<file path="src/hdl/assert_macros.svh">
// Assertion macros used by the top level of the block.
`ifndef ASSERT_MACROS_SVH
`define ASSERT_MACROS_SVH
`ifndef SYNTHESIS
// Same-cycle implication, checked out of reset.
`define ASSERT_IMPL(label, clk, rstn, ante, cons) \
    label: assert property (@(posedge clk) disable iff (!(rstn)) (ante) |-> (cons)) \
        else $error("assertion failed");
// Next-cycle implication, checked out of reset.
`define ASSERT_NEXT(label, clk, rstn, ante, cons) \
    label: assert property (@(posedge clk) disable iff (!(rstn)) (ante) |=> (cons)) \
        else $error("assertion failed");
`else
`define ASSERT_IMPL(label, clk, rstn, ante, cons)
`define ASSERT_NEXT(label, clk, rstn, ante, cons)
`endif
`endif

</file>
<file path="src/hdl/ibsdp_pkg.sv">
// Types and constants of the block-scaled int4 x int8 dot product.
`default_nettype none
package ibsdp_pkg;

    localparam int NIBBLE_W    = 4;
    localparam int ACT_W       = 8;
    localparam int WEIGHT_W    = NIBBLE_W + 1;
    localparam int TERM_W      = ACT_W + WEIGHT_W;
    localparam int SUM_W       = 18;
    localparam int SCALE_W     = 16;
    localparam int SCALE_PROD_W = 2 * SCALE_W;
    localparam int PROD_W      = SUM_W + SCALE_PROD_W + 1;
    localparam int ACC_W       = 64;
    localparam int S_TDATA_W   = 96;
    localparam int M_TDATA_W   = 64;

    // One classified request as it travels from the front to the back.
    typedef struct packed {
        logic signed [TERM_W-1:0]  term_first;
        logic signed [TERM_W-1:0]  term_second;
        logic        [SCALE_W-1:0] ws_first;
        logic        [SCALE_W-1:0] ws_second;
        logic        [SCALE_W-1:0] as_first;
        logic        [SCALE_W-1:0] as_second;
        logic                      close_group;
        logic                      dot_end;
    } ibsdp_item_t;

    // Queue status seen by the front and the top level.
    typedef struct packed {
        logic empty;
        logic full;
    } ibsdp_q_stat_t;

    // Back-end status seen by the top level.
    typedef struct packed {
        logic busy;
        logic emit_wait;
    } ibsdp_back_stat_t;

endpackage
`default_nettype wire

</file>
<file path="src/hdl/ibsdp_fifo.sv">
// Short request queue between the front and the back end.
`default_nettype none
module ibsdp_fifo #(
    parameter int DEPTH = 4
) (
    input  wire logic                     aclk,
    input  wire logic                     aresetn,
    input  wire logic                     push,
    input  wire ibsdp_pkg::ibsdp_item_t   push_item,
    input  wire logic                     pop,
    output ibsdp_pkg::ibsdp_item_t        pop_item,
    output logic                          pop_valid,
    output ibsdp_pkg::ibsdp_q_stat_t      stat
);
    import ibsdp_pkg::*;

    localparam int PTR_W = (DEPTH > 1) ? $clog2(DEPTH) : 1;
    localparam int CNT_W = $clog2(DEPTH + 1);

    ibsdp_item_t            store_reg [DEPTH];
    logic [PTR_W-1:0]       wr_ptr_reg;
    logic [PTR_W-1:0]       rd_ptr_reg;
    logic [CNT_W-1:0]       count_reg;
    logic                   do_push;
    logic                   do_pop;

    assign stat.empty = (count_reg == '0);
    assign stat.full  = (count_reg == CNT_W'(DEPTH));
    assign do_push    = push && !stat.full;
    assign do_pop     = pop && !stat.empty;
    assign pop_valid  = !stat.empty;
    assign pop_item   = store_reg[rd_ptr_reg];

    // Storage, no reset needed.
    always_ff @(posedge aclk) begin
        if (do_push) begin
            store_reg[wr_ptr_reg] <= push_item;
        end
    end

    // Pointers and fill count.
    always_ff @(posedge aclk) begin
        if (!aresetn) begin
            wr_ptr_reg <= '0;
            rd_ptr_reg <= '0;
            count_reg  <= '0;
        end else begin
            if (do_push) begin
                wr_ptr_reg <= (wr_ptr_reg == PTR_W'(DEPTH - 1)) ? '0 : wr_ptr_reg + 1'b1;
            end
            if (do_pop) begin
                rd_ptr_reg <= (rd_ptr_reg == PTR_W'(DEPTH - 1)) ? '0 : rd_ptr_reg + 1'b1;
            end
            if (do_push && !do_pop) begin
                count_reg <= count_reg + 1'b1;
            end else if (do_pop && !do_push) begin
                count_reg <= count_reg - 1'b1;
            end
        end
    end

endmodule
`default_nettype wire

</file>
<file path="config.mk">
export PLATFORM = sky130hd
export DESIGN_NAME = ibsdp_fifo
export DESIGN_NICKNAME = d
export VERILOG_FILES = /design/src/hdl/assert_macros.svh /design/src/hdl/ibsdp_pkg.sv /design/src/hdl/ibsdp_fifo.sv
export SDC_FILE = /design/constraint.sdc
export NUM_CORES = 1
export LEC_CHECK = 0
export BUFFER_PORTS_ARGS = -buffer_cell sky130_fd_sc_hd__buf_2
export CAP_MARGIN = 20
export CORE_ASPECT_RATIO = 1.2
export CORE_MARGIN = 2
export CORE_UTILIZATION = 45
export CTS_BUF_LIST = sky130_fd_sc_hd__clkbuf_4
export CTS_CLUSTER_DIAMETER = 120
export DETAILED_ROUTE_END_ITERATION = 16
export SYNTH_ARGS = -nofsm -noshare
export SYNTH_HDL_FRONTEND = slang
export SYNTH_SLANG_ARGS = --single-unit
</file>
<file path="constraint.sdc">
create_clock -name aclk -period 4.15 [get_ports aclk]
set_input_delay 0.83 -clock aclk [delete_from_list [all_inputs] [get_ports aclk]]
set_output_delay 0.83 -clock aclk [all_outputs]
set_load 0.01 [all_outputs]
</file>
==> metrics.txt <==
Largest register FFs=368; Cell Area, Placed=~0.015 sq mm; CTS Buf Count=92; number of fill cells=2459; Worst Path Arrival=2570 ps; worst setup path category=reg2out; internal power=0.00721 W; Post-Layout Cell Count=approximately 1.3k; Pre-Repair DR Iteration Count=5; residual DRC count=0; routed via count=about 6.5k; Routed Antenna Nets=0; maximum VDD drop=0.301 mV; largest fanout on the critical path=44; maximum root-to-sink buffer count=3; worst slew pin tran=763 ps; Worst EP required=3320 ps; Mapped Nets=635; Netlist Area Pre-Place=0.0138 sq mm; CP Launch Type=flop; clk sinks=377; Comb power frac=21.7%; max-cap viol count=0; power per cell area=601 mW/mm^2; first-pass GRT wire length=40000 um; hpwl dp=15600 um; #FFs+latches synth=between 300 and 400; post-DR vias/cell=5.11; Critical Path Sink Type=output port; Synth area leaders=edfxtp_1, mux4_2, dfxtp_1, buf_6, ha_1; layout cell share with drive strength beyond 1=between 50 and 60%; Gate Count Post-Synth=532; Post-CTS Resized=0; grt total ovfl=0; Final Max Slew Viols=0; Cells after DPL=1108; unrepaired setup endpoints after global routing=no; Leak Pwr=around 5.6 nW; Die Ht=196 um; Worst slew margin=between 40% and 50%; Post-CTS Setup Repair Bufs=0; # IOs=191; Area Overhead vs Synth=19.1%; clock share of power=between 20 and 30%; GRT Total Usage=16.8%; CTS tree=done; Tcrit/Tclk final=81.9%; CTS H-tree lvls=3; Hold Crit Class=in2reg; Flop pwr share=49.0%; Yosys Warn Count=0; Max Fclk=between 0.2 and 0.3 GHz; vias in the first global route=7388; cts hold-fix bufs=0; clock skew=40.7 ps; area fraction of the dominant cell type after synthesis=about four fifths; sw frac=26.8%; hold slack=347 ps; Port Buffers=190; clock latency on the worst-skew pair=700 ps; post-route cell area=0.0164 sq mm; Setup TNS=0 ps; Placer Congestion=0.723; Final Hold Vio Count=0; synth unique cells=22; wire length per cell=20.6 um; sequential area share after synthesis=81.6%; DRT Wirelength=26300 um; largest net degree at the start of global routing=51; area leader, netlist=edfxtp_1; CTS root buffer=clkbuf_4; DR iter-0 viols=between 300 and 400; Initial Utilization=45.4%; final count of negative-setup-slack endpoints=0; Sw Pwr=between 0.002 and 0.003 W; Reg clk slew, reported paths=60 ps; DIE AREA=between 0.03 and 0.04 sq mm; Final Net Count=slightly above 900; status=complete, no violations; Rows=70; Synth Area per Inst=25.9 sq um; initial antenna violation count=7; final critical-path required period=approximately 3400 ps; core area=0.0303 sq mm; Chip Width=164 um
[power groups by stage]
stage | Sequential (W) | Combinational (W) | Clock, W
detailed placement | 0.00492 | 0.00219 | 0
global placement | 0.00488 | 0.00217 | 0
global route | 0.00487 | 0.00231 | 0.00320
finish | 0.00482 | 0.00213 | 0.00288
CTS | 0.00484 | 0.00221 | 0.00299
floorplan | 0.00481 | 0.00147 | 0
[layer usage]
metal / up-vias / track usage (%) / part of all wire [%]
met5: - / 0 / 0.050
met4: 2 / 7.47 / 2.3
met3: 41 / 5.42 / 6.6
met2: 205 / 28.6 / 53
met1: 3372 / 19.4 / 38
li1: 2903 / - / -
[final timing paths]
kind / start / to / slack [ps] / cells past startpoint
max: flop / pop_item[51] / 750 / 3
max reg2reg: count_reg[0] / count_reg[2] / 1700 / 8
min reg2reg: wr_ptr_reg[1] / wr_ptr_reg[1] / 500 / 2
min: push_item[89] / store_reg[3][89] / 350 / 1
[critical path: stages, from the launching register on]
cell and delay, ps:
dfxtp_4 690, buf_12 390, mux4_2 590, buf_2 160
[cell type report]
class,instances,area (sq um),share of cell area (%)
well taps,396,495,3.02
inverters,4,15.0,0.0917
multi-input cells,129,2360,14.4
repair buffers,202,1120,6.81
flip-flops and latches,377,11200,68.6
diodes,6,15.0,0.0917
clock buffers,133,998,6.10
clock inverters,30,143,0.871
[through the flow]
stage	worst slack [ps]	total power [W]	utilization, %
floorplan	435	0.00628	-
global placement	1390	0.00705	50.2
detailed placement	1280	0.00711	50.2
CTS	601	0.0100	54.0
global route	522	0.0104	54.0
finish	751	0.00984	54.1
[kinds of logic (layout without fill, tap and decap cells)]
| group | after synthesis | count (layout) | share of synthesized area [%] |
|---|---|---|---|
| muxes | 95 | 95 | 15.3 |
| adders and majority gates | 7 | 7 | 0.691 |
| other | 0 | 6 | 0 |
| and+or+nand+nor | 20 | 20 | 0.755 |
| AOI/OAI and AO/OA | 5 | 5 | 0.218 |
| buffers and inverters | 26 | 369 | 1.29 |
| DFF | 377 | 377 | 81.6 |
| xor gates and xnor gates | 2 | 2 | 0.127 |
[synthesized netlist by cell type]
cell type / count
inv_1: 4
nor2b_1: 2
mux4_2: 92
a21boi_0: 1
nand3_1: 2
nor3b_1: 1
clkbuf_1: 3
nand2_1: 6
or3_1: 2
ha_1: 6
buf_2: 10
o21ai_0: 3
mux2i_1: 3
buf_6: 9
dfxtp_1: 9
xnor2_1: 1
nor2_1: 2
fa_1: 1
edfxtp_1: 368
xor2_1: 1
o31ai_1: 1
and2_1: 5
[layout by cell type (no fill, tap or decap), drive strengths merged]
cell type,count
a21boi,1
and2,5
buf,202
bufinv,1
clkbuf,133
clkinv,28
dfxtp,9
diode,6
edfxtp,368
fa,1
ha,6
inv,5
mux2i,3
mux4,92
nand2,6
nand3,2
nor2,2
nor2b,2
nor3b,1
o21ai,3
o31ai,1
or3,2
xnor2,1
xor2,1
Power figures use the tool's default switching activity.
