$ cat src/hdl/assert_macros.svh
// Assertion macros used by the top level of the block.
`ifndef ASSERT_MACROS_SVH
`define ASSERT_MACROS_SVH
`ifndef SYNTHESIS
// Same-cycle implication, checked out of reset.
`define ASSERT_IMPL(label, clk, rstn, ante, cons) \
    label: assert property (@(posedge clk) disable iff (!(rstn)) (ante) |-> (cons)) \
        else $error("assertion failed");
// Next-cycle implication, checked out of reset.
`define ASSERT_NEXT(label, clk, rstn, ante, cons) \
    label: assert property (@(posedge clk) disable iff (!(rstn)) (ante) |=> (cons)) \
        else $error("assertion failed");
`else
`define ASSERT_IMPL(label, clk, rstn, ante, cons)
`define ASSERT_NEXT(label, clk, rstn, ante, cons)
`endif
`endif

$ cat src/hdl/ibsdp_pkg.sv
// Types and constants of the block-scaled int4 x int8 dot product.
`default_nettype none
package ibsdp_pkg;

    localparam int NIBBLE_W    = 4;
    localparam int ACT_W       = 8;
    localparam int WEIGHT_W    = NIBBLE_W + 1;
    localparam int TERM_W      = ACT_W + WEIGHT_W;
    localparam int SUM_W       = 18;
    localparam int SCALE_W     = 16;
    localparam int SCALE_PROD_W = 2 * SCALE_W;
    localparam int PROD_W      = SUM_W + SCALE_PROD_W + 1;
    localparam int ACC_W       = 64;
    localparam int S_TDATA_W   = 96;
    localparam int M_TDATA_W   = 64;

    // One classified request as it travels from the front to the back.
    typedef struct packed {
        logic signed [TERM_W-1:0]  term_first;
        logic signed [TERM_W-1:0]  term_second;
        logic        [SCALE_W-1:0] ws_first;
        logic        [SCALE_W-1:0] ws_second;
        logic        [SCALE_W-1:0] as_first;
        logic        [SCALE_W-1:0] as_second;
        logic                      close_group;
        logic                      dot_end;
    } ibsdp_item_t;

    // Queue status seen by the front and the top level.
    typedef struct packed {
        logic empty;
        logic full;
    } ibsdp_q_stat_t;

    // Back-end status seen by the top level.
    typedef struct packed {
        logic busy;
        logic emit_wait;
    } ibsdp_back_stat_t;

endpackage
`default_nettype wire

$ cat src/hdl/ibsdp_front.sv
// Front end: unpacks a request, forms the two nibble products and queues them.
`default_nettype none
module ibsdp_front (
    input  wire logic [ibsdp_pkg::S_TDATA_W-1:0] s_axis_tdata,
    input  wire logic [0:0]                     s_axis_tuser,
    input  wire logic                           s_axis_tlast,
    input  wire logic                           s_axis_tvalid,
    output logic                                s_axis_tready,
    input  wire ibsdp_pkg::ibsdp_q_stat_t       q_stat,
    output logic                                q_push,
    output ibsdp_pkg::ibsdp_item_t              q_item
);
    import ibsdp_pkg::*;

    logic        [7:0]          weight_byte;
    logic signed [ACT_W-1:0]    act_first;
    logic signed [ACT_W-1:0]    act_second;
    logic        [NIBBLE_W-1:0] zero_first;
    logic        [NIBBLE_W-1:0] zero_second;
    logic signed [WEIGHT_W-1:0] w_first;
    logic signed [WEIGHT_W-1:0] w_second;

    // Field unpacking.
    assign weight_byte = s_axis_tdata[7:0];
    assign act_first   = $signed(s_axis_tdata[15:8]);
    assign act_second  = $signed(s_axis_tdata[23:16]);
    assign zero_first  = s_axis_tdata[91:88];
    assign zero_second = s_axis_tdata[95:92];

    // Weights with their zero points removed, range -15..15.
    assign w_first  = $signed({1'b0, weight_byte[NIBBLE_W-1:0]}) - $signed({1'b0, zero_first});
    assign w_second = $signed({1'b0, weight_byte[7:NIBBLE_W]}) - $signed({1'b0, zero_second});

    // Queue entry: products, scales and the closing flags.
    always_comb begin
        q_item.term_first  = TERM_W'(act_first) * TERM_W'(w_first);
        q_item.term_second = TERM_W'(act_second) * TERM_W'(w_second);
        q_item.ws_first    = s_axis_tdata[39:24];
        q_item.ws_second   = s_axis_tdata[55:40];
        q_item.as_first    = s_axis_tdata[71:56];
        q_item.as_second   = s_axis_tdata[87:72];
        q_item.close_group = s_axis_tuser[0] | s_axis_tlast;
        q_item.dot_end     = s_axis_tlast;
    end

    assign s_axis_tready = !q_stat.full;
    assign q_push        = s_axis_tvalid && !q_stat.full;

endmodule
`default_nettype wire

$ cat config.mk
export PLATFORM = sky130hd
export DESIGN_NAME = ibsdp_front
export DESIGN_NICKNAME = d
export VERILOG_FILES = /design/src/hdl/assert_macros.svh /design/src/hdl/ibsdp_pkg.sv /design/src/hdl/ibsdp_front.sv
export SDC_FILE = /design/constraint.sdc
export NUM_CORES = 1
export LEC_CHECK = 0
export BUFFER_PORTS_ARGS = -buffer_cell sky130_fd_sc_hd__buf_4
export CORE_ASPECT_RATIO = 0.9
export CORE_MARGIN = 8
export CORE_UTILIZATION = 45
export DETAILED_ROUTE_END_ITERATION = 7
export PLACE_DENSITY = 0.8
export SYNTH_ARGS = -nofsm -noshare
export SYNTH_HDL_FRONTEND = slang
export SYNTH_SLANG_ARGS = --single-unit
$ cat constraint.sdc
create_clock -name vclk -period 15.15
set_input_delay 3.03 -clock vclk [all_inputs]
set_output_delay 3.03 -clock vclk [all_outputs]
set_load 0.005 [all_outputs]
==> impl_metrics.tcl <==
set metrics [dict create \
    dp_slack_ps 4570 \
    finalHoldViolCount 0 \
    antenna_found_initial 0 \
    finalSetupTns_ps 0 \
    setup_violations 0 \
    dpl_cell_area_mm2 0.003884 \
    port_buffers 66 \
    holdBufCountCts 0 \
    synth_xor_xnor_area_share_pct 6.711 \
    first_iter_violations 65 \
    peakVddDrop_mv 0.1352 \
    post_cts_buffers 0 \
    cp.arrival_ps 7530 \
    p_int_w 0.0003547 \
    wl_per_cell_um 13.11 \
    drive_above_1_share_pct 17.04 \
    total_power_w 0.0007107 \
    rsz0062_at_grt "no" \
    syn_nets 659 \
    cts_resized 0 \
    required_ps 12120 \
    nFillCells 740 \
    final_area_mm2 0.003884 \
    tightest_slew_ps 646.4 \
    synthSimpleGateAreaFrac_pct 16.81 \
    nClkBuffers 0 \
    drc 0 \
    grt_pass1_wl_mm 12.12 \
    ios 195 \
    cp-startpoint "s_axis_tdata[4]" \
    area_growth_pct 3.123 \
    pwr-share-comb_pct 100.0 \
    max_slew_margin_pct 56.60 \
    startpoint_type "input port" \
    end_kind "output pin" \
    grt_pass1_vias 2768 \
    crit_end "q_item[77]" \
    final_common_cell "inv_1" \
    placementRows 31 \
    nets 659 \
    swShare_pct 50.08 \
    synth_cell_types 32 \
    gr-usage-all-layers_pct 12.23 \
    drt_pass1_iterations 6 \
    pwr_density_cell_mw_per_mm2 183.0 \
    drt_wl_total_mm 7.225 \
    synth-compound-area-share_pct 7.342 \
    synth_top_family_by_area "adder cells" \
    syn_area_mm2 0.003766 \
    critPathKind "input port to output pin" \
    core_area_mm2 0.008107 \
    cp_max_fo 8 \
    die_y_um 102.8 \
    grt_max_degree 10 \
    cp_cell_sequence "buf_4 > inv_1 > ha_1 > fa_1 > xnor2_1 > nand2_1 > fa_1 > fa_1 > fa_1 > fa_1 > nor2b_1 > o21ai_0 > a21oi_1 > mux2i_1 > nand3_1 > buf_4" \
    ys_warn_count 0 \
    initial_core_util_pct 46.46 \
    timing.fmax_mhz 94.68 \
    synth.area.mux_share_pct 0.5316 \
    worst_hold_slack_ps 6060 \
    hpwl_mm 6.581 \
    cp_slowest_cell "fa_1" \
    gp_congestion 0.7936 \
    n_antenna_cell 0 \
    p_sw_w 0.0003559 \
    status "finished clean" \
    post-route-min-period_ps 10560 \
    routed_via_density 4.902 \
    most-common-layout-cells "100 x inv_1, 66 x buf_4, 54 x fa_1" \
    synth-seq-area-share_pct 0 \
    avgSynthCellArea_um2 8.295 \
    cpMostUsedCell "fa_1" \
    post_synth_fa_ha_maj_area_fraction_pct 45.32 \
    dieArea_mm2 0.01156 \
    min_path_type "input port to output pin" \
    seq_cells 0 \
    finalCritPeriodShare_pct 69.71 \
    postRouteAntennaNets 0 \
    slew_viol_final 0 \
    die_w_um 112.4 \
    seqPwrFrac_pct 0 \
    vias 2701 \
    maxCapViolCount 0 \
    setup_slack_ps 4589 \
    syn_inst 454 \
    clkPwrFrac_pct 0 \
    seq_area_um2 0 \
    crit_path_max_incr_delay_ps 540 \
    leakage_nw 1.997 \
    grt_overflow 0 \
]
[routing by layer]
layer	share of wire, %	vias up	GRT usage, %
met5	0	-	0
met4	2.8	0	4.037
met3	4.7	28	1.230
met2	53	55	23.72
met1	40	1301	13.84
li1	-	1317	-
[through the flow]
| step | utilization [%] | std cells |
|---|---|---|
| CTS | 47.91 | 551 |
| floorplan | - | 454 |
| global route | 47.91 | 551 |
| detailed placement | 47.91 | 551 |
| global placement | 47.91 | 551 |
| finish | 47.91 | 551 |
[layout make-up]
type                       count  area, µm²  area share (%)
tap                           99      123.9           3.189
timing repair buffer          66      495.5           12.76
inverter                     100      375.4           9.665
multi-input combinational    286       2889           74.39
[power by group through the flow]
stage / Combinational [W] / Clock [W] / Sequential [W]
global route: 0.000801 / 0 / 0
floorplan: 0.000473 / 0 / 0
CTS: 0.000725 / 0 / 0
detailed placement: 0.000722 / 0 / 0
finish: 0.000711 / 0 / 0
global placement: 0.000696 / 0 / 0
[worst max-delay path: cells and delay by family]
kind / cells / cell delay, ps
XOR/XNOR: 1 / 520
AO/OA/AOI/OAI: 2 / 420
adder cells (fa/ha/maj): 6 / 2660
multiplexers: 1 / 240
AND/OR/NAND/NOR: 3 / 390
buffers and inverters: 3 / 260
[logic make-up (layout without fill, tap and decap cells)]
kind of cell / Yosys count / count (layout)
compound gates: 39 / 39
xor+xnor: 28 / 28
fa+ha+maj: 104 / 104
buf+inv: 168 / 166
mux: 2 / 2
simple gates: 113 / 113
[worst min-delay path by stage]
stage                    endpoint  cells after the start  slack, ps             start
floorplan           s_axis_tready                      1       6090         q_stat[0]
global placement       q_item[16]                      0       6060  s_axis_tdata[86]
detailed placement     q_item[16]                      0       6060  s_axis_tdata[86]
CTS                    q_item[16]                      0       6060  s_axis_tdata[86]
global route           q_item[17]                      0       6060  s_axis_tdata[87]
finish                 q_item[16]                      0       6060  s_axis_tdata[86]
[Yosys cell counts (all sizes together)]
cell type / n / share of area, %
a21o: 8 / 1.6
a21oi: 15 / 2.6
a31oi: 2 / 0.33
and2: 35 / 5.8
and2b: 1 / 0.23
buf: 67 / 13
clkbuf: 1 / 0.10
fa: 54 / 29
ha: 50 / 17
inv: 100 / 10
mux2i: 2 / 0.53
nand2: 9 / 0.90
nand2b: 4 / 0.66
nand3: 5 / 0.66
nand3b: 1 / 0.20
nor2: 22 / 2.2
nor2b: 28 / 4.7
nor3b: 3 / 0.60
nor4: 1 / 0.17
nor4b: 1 / 0.23
o2111a: 2 / 0.60
o2111ai: 3 / 1.0
o21ai: 9 / 1.2
or2: 3 / 0.50
xnor2: 25 / 6.0
xor2: 3 / 0.70
Note: power is estimated with default switching activity, not from simulation.
