--- src/hdl/assert_macros.svh ---
// Assertion macros used by the top level of the block.
`ifndef ASSERT_MACROS_SVH
`define ASSERT_MACROS_SVH
`ifndef SYNTHESIS
// Same-cycle implication, checked out of reset.
`define ASSERT_IMPL(label, clk, rstn, ante, cons) \
    label: assert property (@(posedge clk) disable iff (!(rstn)) (ante) |-> (cons)) \
        else $error("assertion failed");
// Next-cycle implication, checked out of reset.
`define ASSERT_NEXT(label, clk, rstn, ante, cons) \
    label: assert property (@(posedge clk) disable iff (!(rstn)) (ante) |=> (cons)) \
        else $error("assertion failed");
`else
`define ASSERT_IMPL(label, clk, rstn, ante, cons)
`define ASSERT_NEXT(label, clk, rstn, ante, cons)
`endif
`endif

--- src/hdl/ibsdp_pkg.sv ---
// Types and constants of the block-scaled int4 x int8 dot product.
`default_nettype none
package ibsdp_pkg;

    localparam int NIBBLE_W    = 4;
    localparam int ACT_W       = 8;
    localparam int WEIGHT_W    = NIBBLE_W + 1;
    localparam int TERM_W      = ACT_W + WEIGHT_W;
    localparam int SUM_W       = 18;
    localparam int SCALE_W     = 16;
    localparam int SCALE_PROD_W = 2 * SCALE_W;
    localparam int PROD_W      = SUM_W + SCALE_PROD_W + 1;
    localparam int ACC_W       = 64;
    localparam int S_TDATA_W   = 96;
    localparam int M_TDATA_W   = 64;

    // One classified request as it travels from the front to the back.
    typedef struct packed {
        logic signed [TERM_W-1:0]  term_first;
        logic signed [TERM_W-1:0]  term_second;
        logic        [SCALE_W-1:0] ws_first;
        logic        [SCALE_W-1:0] ws_second;
        logic        [SCALE_W-1:0] as_first;
        logic        [SCALE_W-1:0] as_second;
        logic                      close_group;
        logic                      dot_end;
    } ibsdp_item_t;

    // Queue status seen by the front and the top level.
    typedef struct packed {
        logic empty;
        logic full;
    } ibsdp_q_stat_t;

    // Back-end status seen by the top level.
    typedef struct packed {
        logic busy;
        logic emit_wait;
    } ibsdp_back_stat_t;

endpackage
`default_nettype wire

--- src/hdl/ibsdp_back.sv ---
// Back end: block sums, scaling, saturating accumulator and result register.
`default_nettype none
module ibsdp_back (
    input  wire logic                        aclk,
    input  wire logic                        aresetn,
    input  wire logic                        q_valid,
    input  wire ibsdp_pkg::ibsdp_item_t      q_item,
    output logic                             q_pop,
    output logic [ibsdp_pkg::M_TDATA_W-1:0]  m_axis_tdata,
    output logic [0:0]                       m_axis_tuser,
    output logic                             m_axis_tvalid,
    input  wire logic                        m_axis_tready,
    output ibsdp_pkg::ibsdp_back_stat_t      stat
);
    import ibsdp_pkg::*;

    typedef enum logic [2:0] {
        S_IDLE,
        S_SCALE,
        S_PROD,
        S_ACC1,
        S_ACC2,
        S_EMIT
    } state_t;

    state_t                       state_reg;
    logic signed [SUM_W-1:0]      sum_first_reg;
    logic signed [SUM_W-1:0]      sum_second_reg;
    logic signed [ACC_W-1:0]      acc_reg;
    logic                         clip_reg;
    logic        [SCALE_W-1:0]    ws_first_reg;
    logic        [SCALE_W-1:0]    ws_second_reg;
    logic        [SCALE_W-1:0]    as_first_reg;
    logic        [SCALE_W-1:0]    as_second_reg;
    logic                         dot_end_reg;
    logic        [SCALE_PROD_W-1:0] sc_first_reg;
    logic        [SCALE_PROD_W-1:0] sc_second_reg;
    logic signed [PROD_W-1:0]     prod_first_reg;
    logic signed [PROD_W-1:0]     prod_second_reg;
    logic        [M_TDATA_W-1:0]  out_data_reg;
    logic                         out_sat_reg;
    logic                         out_valid_reg;

    logic signed [SUM_W:0]        sum_first_wide;
    logic signed [SUM_W:0]        sum_second_wide;
    logic signed [SUM_W-1:0]      sum_first_sat;
    logic signed [SUM_W-1:0]      sum_second_sat;
    logic                         sum_ovf;
    logic signed [PROD_W-1:0]     add_term;
    logic signed [ACC_W:0]        acc_wide;
    logic signed [ACC_W-1:0]      acc_sat;
    logic                         acc_ovf;
    logic                         out_free;

    // Block sum additions with saturation at the 18-bit signed range.
    always_comb begin
        sum_first_wide  = $signed({sum_first_reg[SUM_W-1], sum_first_reg})
                        + (SUM_W+1)'(q_item.term_first);
        sum_second_wide = $signed({sum_second_reg[SUM_W-1], sum_second_reg})
                        + (SUM_W+1)'(q_item.term_second);
        sum_first_sat   = sum_first_wide[SUM_W-1:0];
        sum_second_sat  = sum_second_wide[SUM_W-1:0];
        if (sum_first_wide[SUM_W] != sum_first_wide[SUM_W-1]) begin
            sum_first_sat = sum_first_wide[SUM_W] ? {1'b1, {(SUM_W-1){1'b0}}}
                                                  : {1'b0, {(SUM_W-1){1'b1}}};
        end
        if (sum_second_wide[SUM_W] != sum_second_wide[SUM_W-1]) begin
            sum_second_sat = sum_second_wide[SUM_W] ? {1'b1, {(SUM_W-1){1'b0}}}
                                                    : {1'b0, {(SUM_W-1){1'b1}}};
        end
        sum_ovf = (sum_first_wide[SUM_W] != sum_first_wide[SUM_W-1])
               || (sum_second_wide[SUM_W] != sum_second_wide[SUM_W-1]);
    end

    // Accumulator addition with saturation at the 64-bit signed limits.
    always_comb begin
        add_term = (state_reg == S_ACC1) ? prod_first_reg : prod_second_reg;
        acc_wide = $signed({acc_reg[ACC_W-1], acc_reg}) + (ACC_W+1)'(add_term);
        acc_ovf  = (acc_wide[ACC_W] != acc_wide[ACC_W-1]);
        if (acc_ovf) begin
            acc_sat = acc_wide[ACC_W] ? {1'b1, {(ACC_W-1){1'b0}}}
                                      : {1'b0, {(ACC_W-1){1'b1}}};
        end else begin
            acc_sat = acc_wide[ACC_W-1:0];
        end
    end

    assign out_free       = !out_valid_reg || m_axis_tready;
    assign q_pop          = (state_reg == S_IDLE) && q_valid;
    assign m_axis_tdata   = out_data_reg;
    assign m_axis_tuser   = out_sat_reg;
    assign m_axis_tvalid  = out_valid_reg;
    assign stat.busy      = (state_reg != S_IDLE);
    assign stat.emit_wait = (state_reg == S_EMIT) && !out_free;

    // Sequencer, datapath registers and result register.
    always_ff @(posedge aclk) begin
        if (!aresetn) begin
            state_reg      <= S_IDLE;
            sum_first_reg  <= '0;
            sum_second_reg <= '0;
            acc_reg        <= '0;
            clip_reg       <= 1'b0;
            out_valid_reg  <= 1'b0;
        end else begin
            // The result register is loaded from the emit state and cleared once taken.
            if ((state_reg == S_EMIT) && out_free) begin
                out_valid_reg <= 1'b1;
            end else if (m_axis_tready) begin
                out_valid_reg <= 1'b0;
            end
            case (state_reg)
                S_IDLE: begin
                    if (q_valid) begin
                        sum_first_reg  <= sum_first_sat;
                        sum_second_reg <= sum_second_sat;
                        if (sum_ovf) begin
                            clip_reg <= 1'b1;
                        end
                        ws_first_reg  <= q_item.ws_first;
                        ws_second_reg <= q_item.ws_second;
                        as_first_reg  <= q_item.as_first;
                        as_second_reg <= q_item.as_second;
                        dot_end_reg   <= q_item.dot_end;
                        if (q_item.close_group) begin
                            state_reg <= S_SCALE;
                        end
                    end
                end
                S_SCALE: begin
                    sc_first_reg  <= ws_first_reg * as_first_reg;
                    sc_second_reg <= ws_second_reg * as_second_reg;
                    state_reg     <= S_PROD;
                end
                S_PROD: begin
                    prod_first_reg  <= PROD_W'(sum_first_reg) * $signed({1'b0, sc_first_reg});
                    prod_second_reg <= PROD_W'(sum_second_reg) * $signed({1'b0, sc_second_reg});
                    sum_first_reg   <= '0;
                    sum_second_reg  <= '0;
                    state_reg       <= S_ACC1;
                end
                S_ACC1: begin
                    acc_reg <= acc_sat;
                    if (acc_ovf) begin
                        clip_reg <= 1'b1;
                    end
                    state_reg <= S_ACC2;
                end
                S_ACC2: begin
                    acc_reg <= acc_sat;
                    if (acc_ovf) begin
                        clip_reg <= 1'b1;
                    end
                    state_reg <= dot_end_reg ? S_EMIT : S_IDLE;
                end
                S_EMIT: begin
                    if (out_free) begin
                        out_data_reg  <= acc_reg;
                        out_sat_reg   <= clip_reg;
                        acc_reg       <= '0;
                        clip_reg      <= 1'b0;
                        state_reg     <= S_IDLE;
                    end
                end
                default: begin
                    state_reg <= S_IDLE;
                end
            endcase
        end
    end

endmodule
`default_nettype wire

--- config.mk ---
export PLATFORM = sky130hd
export DESIGN_NAME = ibsdp_back
export DESIGN_NICKNAME = d
export VERILOG_FILES = /design/src/hdl/assert_macros.svh /design/src/hdl/ibsdp_pkg.sv /design/src/hdl/ibsdp_back.sv
export SDC_FILE = /design/constraint.sdc
export NUM_CORES = 2
export LEC_CHECK = 0
export BUFFER_PORTS_ARGS = -buffer_cell sky130_fd_sc_hd__buf_2
export CAP_MARGIN = 20
export CORE_MARGIN = 2
export CORE_UTILIZATION = 55
export CTS_CLUSTER_DIAMETER = 150
export DETAILED_ROUTE_END_ITERATION = 6
export PLACE_DENSITY = 0.81
export SLEW_MARGIN = 20
export SYNTH_ARGS = -nofsm -noshare
export SYNTH_HDL_FRONTEND = slang
export SYNTH_SLANG_ARGS = --single-unit
export TNS_END_PERCENT = 100
--- constraint.sdc ---
create_clock -name aclk -period 14.5 [get_ports aclk]
set_input_delay 2.9 -clock aclk [delete_from_list [all_inputs] [get_ports aclk]]
set_output_delay 2.9 -clock aclk [all_outputs]
set_load 0.05 [all_outputs]
==> results.toml <==
[setup_path]
crit_arrival_ps = 7830
crit_fanout = 15
r2r_setup_slack_ps = 7100
required_ps = 14930
rr_startpoint = "sum_second_reg[17]"
worst_path_max_delay_cell = "dfxtp_1"
timing.rr.end = "prod_second_reg[44]"
slowest_delay_ps = 800
endpoint_kind = "flop"
crit_chain = "inv_1, buf_4, nor2_1, fa_1, fa_1, fa_1, fa_1, fa_1, fa_1, ha_1, inv_1, o21bai_1, a2111oi_0, o31a_1, a31oi_1, o21bai_1, o211ai_1, or3_1, a21oi_1, xnor2_1"
path_class = "reg -> reg"
timing.critical_path.mode_cell = "fa_1"
cp-start-kind = "flop"
reg2reg_depth = 20

[timing]
finClkSkew_ps = 47.5
max_freq_ghz = 0.135
finalCriticalPeriod_ps = 7400
worstMarginPinSlew_ps = 1070
drv_slew = 0
tns_ps = 0
post-route-period-util_pct = 51.0
finalSetupViolCount = 0
hold_viol_final = 0
slew_headroom_pct = 28.5
grt_setup_unrepaired = "no"

[grt]
grt_overflow = 0
grt_usage_pct = 27.9
grt_antenna_before_repair = 12
grt_max_degree = 66
grt_pass1_vias = 58300
grt_pass1_wl_um = 303000

[clock_network]
cts_resized = 0
clock_latency_ps = 680
cts_buffer_depth = 3
cts_buffers = 51
post-cts-setup-buffers = 0
ctsHoldBuffers = 0
cts_tree = "yes"
clkTransAtPathRegs_ps = 70
htree_levels = 2
clock-root-buffer = "clkbuf_16"
clock_sinks = 401

[floorplan]
die_w_um = 368
coreArea_mm2 = 0.131
ioPinCount = 165
die_h_um = 368
rows = 133
start_util_pct = 55.4
dieArea_mm2 = 0.135

[yosys]
synthMuxAreaShare_pct = 0.891
synthCells = 7923
syn_area_per_cell_um2 = 9.20
synth-main-ff-cell = "edfxtp_1"
ys_seq_elements = 401
synth-xor-area-share_pct = 2.65
synth_cell_types = 85
synth_edf_count = 296
yosysSeqAreaShare_pct = 15.1
synth_top_family_by_area = "adder cells"
synth-compound-area-share_pct = 7.65
async_flop_share_pct = 0
syn_nets = 10000
yosysWarnings = 0
synth_fa_ha_area_share_pct = 47.9
syn_area_mm2 = 0.0729
synth-simple-area-share_pct = 15.4

[cells_and_area]
multi_input_area_mm2 = 0.0544
area_growth_pct = 5.45
seq_area_mm2 = 0.0110
finalNetCount = 9921
drive_gt1_share_pct = 4.95
fillers = 10900

[min_path]
min_path_cells = 0
hold-path-endpoint = "m_axis_tuser"
hold_path.class = "reg -> reg"
min_from = "clip_reg"

[outcome]
status = "complete, no violations"

[routing]
antenna_left = 0
via_per_inst = 5.64
dr.pass1.iters = 7
drt-initial-drc-count = 4573
vias = 54400
remaining_drc_errors = 0
wirelength_um = 185000
wire_per_inst_um = 19.2

[placed_design]
place_hpwl_um = 146000
port_buffers = 164
globalplace.congestion = 0.967

[run]
cap_violations = 0
[cell families (layout without fill, tap and decap cells)]
| logic type | after synthesis | in the layout |
|---|---|---|
| simple gates | 2372 | 2372 |
| xor+xnor | 220 | 220 |
| mux | 58 | 58 |
| buf+inv | 2007 | 1970 |
| compound gates | 884 | 884 |
| flops | 401 | 401 |
| other cells | 0 | 1 |
| fa+ha+maj | 1981 | 1981 |
[final cells by class]
cell class	instances	share of cell area [%]
Multi-Input combinational cell	5515	70.7
Sequential cell	401	14.3
Inverter	1660	8.11
Tap cell	1755	2.86
Clock buffer	59	1.81
Timing Repair Buffer	215	1.57
Clock inverter	36	0.620
Antenna cell	1	0.00326
[cell usage in the layout, fill, tap and decap left out, types with 7 or more instances in the layout]
| master | n |
|---|---|
| a221oi_1 | 8 |
| o21ai_1 | 57 |
| ha_1 | 630 |
| buf_2 | 164 |
| dfxtp_1 | 103 |
| a311oi_1 | 8 |
| nor2_1 | 251 |
| and3_1 | 29 |
| o211ai_1 | 18 |
| inv_1 | 1660 |
| clkbuf_16 | 54 |
| fa_1 | 1351 |
| a2111oi_0 | 7 |
| nor4_1 | 9 |
| mux2_2 | 52 |
| nor3_1 | 39 |
| a21boi_1 | 16 |
| buf_4 | 51 |
| a31o_2 | 7 |
| o21a_1 | 36 |
| a211o_1 | 9 |
| a211oi_1 | 19 |
| nand3_1 | 52 |
| nand2b_1 | 49 |
| o21bai_1 | 49 |
| o21ai_0 | 160 |
| edfxtp_1 | 296 |
| bufinv_16 | 8 |
| xor2_1 | 68 |
| nand4_1 | 32 |
| a21o_1 | 114 |
| xnor2_1 | 150 |
| a21boi_0 | 29 |
| and2_1 | 645 |
| a31oi_1 | 25 |
| or3_1 | 9 |
| nor2b_1 | 18 |
| nand2_1 | 1195 |
| a21oi_1 | 256 |
[how the worst max path moves through the flow]
| stage | depth (start not counted) | startpoint | to |
|---|---|---|---|
| floorplan | 2 | aresetn | sc_first_reg[0] |
| global placement | 22 | sum_second_reg[2] | prod_second_reg[43] |
| detailed placement | 20 | sum_first_reg[3] | prod_first_reg[48] |
| CTS | 20 | sum_first_reg[3] | prod_first_reg[48] |
| global route | 20 | sum_second_reg[17] | prod_second_reg[44] |
| finish | 20 | sum_second_reg[17] | prod_second_reg[44] |
[cell usage after synthesis, types with 12 or more instances]
cell      instances  area (µm²)
nor2_1          252         946
nand2_1        1195        4490
xnor2_1         151        1320
a21boi_1         16         120
dfxtp_1         105        2100
a211oi_1         19         143
o21ai_1          58         290
buf_2            12        60.1
inv_1          1660        6230
nand4_1          32         200
nand2b_1         49         307
edfxtp_1        296        8890
o21bai_1         49         368
o21ai_0         160         801
fa_1           1351       27000
a21o_1          114         856
and3_1           31         194
xor2_1           68         596
a31oi_1          25         156
o211ai_1         18         135
nor2b_1          18         113
o21a_1           36         270
a21oi_1         256        1280
and2_1          646        4040
mux2_2           52         586
nand3_1          52         260
a21boi_0         29         218
clkbuf_1        319        1200
ha_1            630        7880
nor3_1           39         195
[critical path: cells and delay by family, from the launching register on]
kind / cells / cell delay [ps]
adder cells (fa/ha/maj): 7 / 3200
AO/OA/AOI/OAI: 7 / 1660
buffers and inverters: 3 / 930
flip-flops: 1 / 800
AND/OR/NAND/NOR: 2 / 460
XOR/XNOR: 1 / 80
[per-stage QoR]
| step | cell area (µm²) | worst slack (ps) | util (%) | std cells | hold WS (ps) |
|---|---|---|---|---|---|
| after CTS | 76800 | 7230 | 58.4 | 9641 | 437 |
| after global placement | 75000 | 7250 | 57.0 | 9546 | 417 |
| after floorplan | 72900 | 4610 | - | 7923 | 408 |
| after global routing | 76800 | 6750 | 58.5 | 9641 | 445 |
| final | 76900 | 7100 | 58.5 | 9642 | 436 |
| after detailed placement | 75000 | 7220 | 57.0 | 9546 | 422 |
[routing by layer]
metal	GRT usage (%)	vias to the layer above	part of all wire, %
li1	-	24100	-
met1	36.8	27400	40
met2	46.4	2439	47
met3	5.09	407	9.0
met4	9.66	16	3.6
met5	0	-	0.056
Power is left out: the tool's default activity adds up to more than one toggle a clock period on the data nets, which glitch-free logic cannot reach.
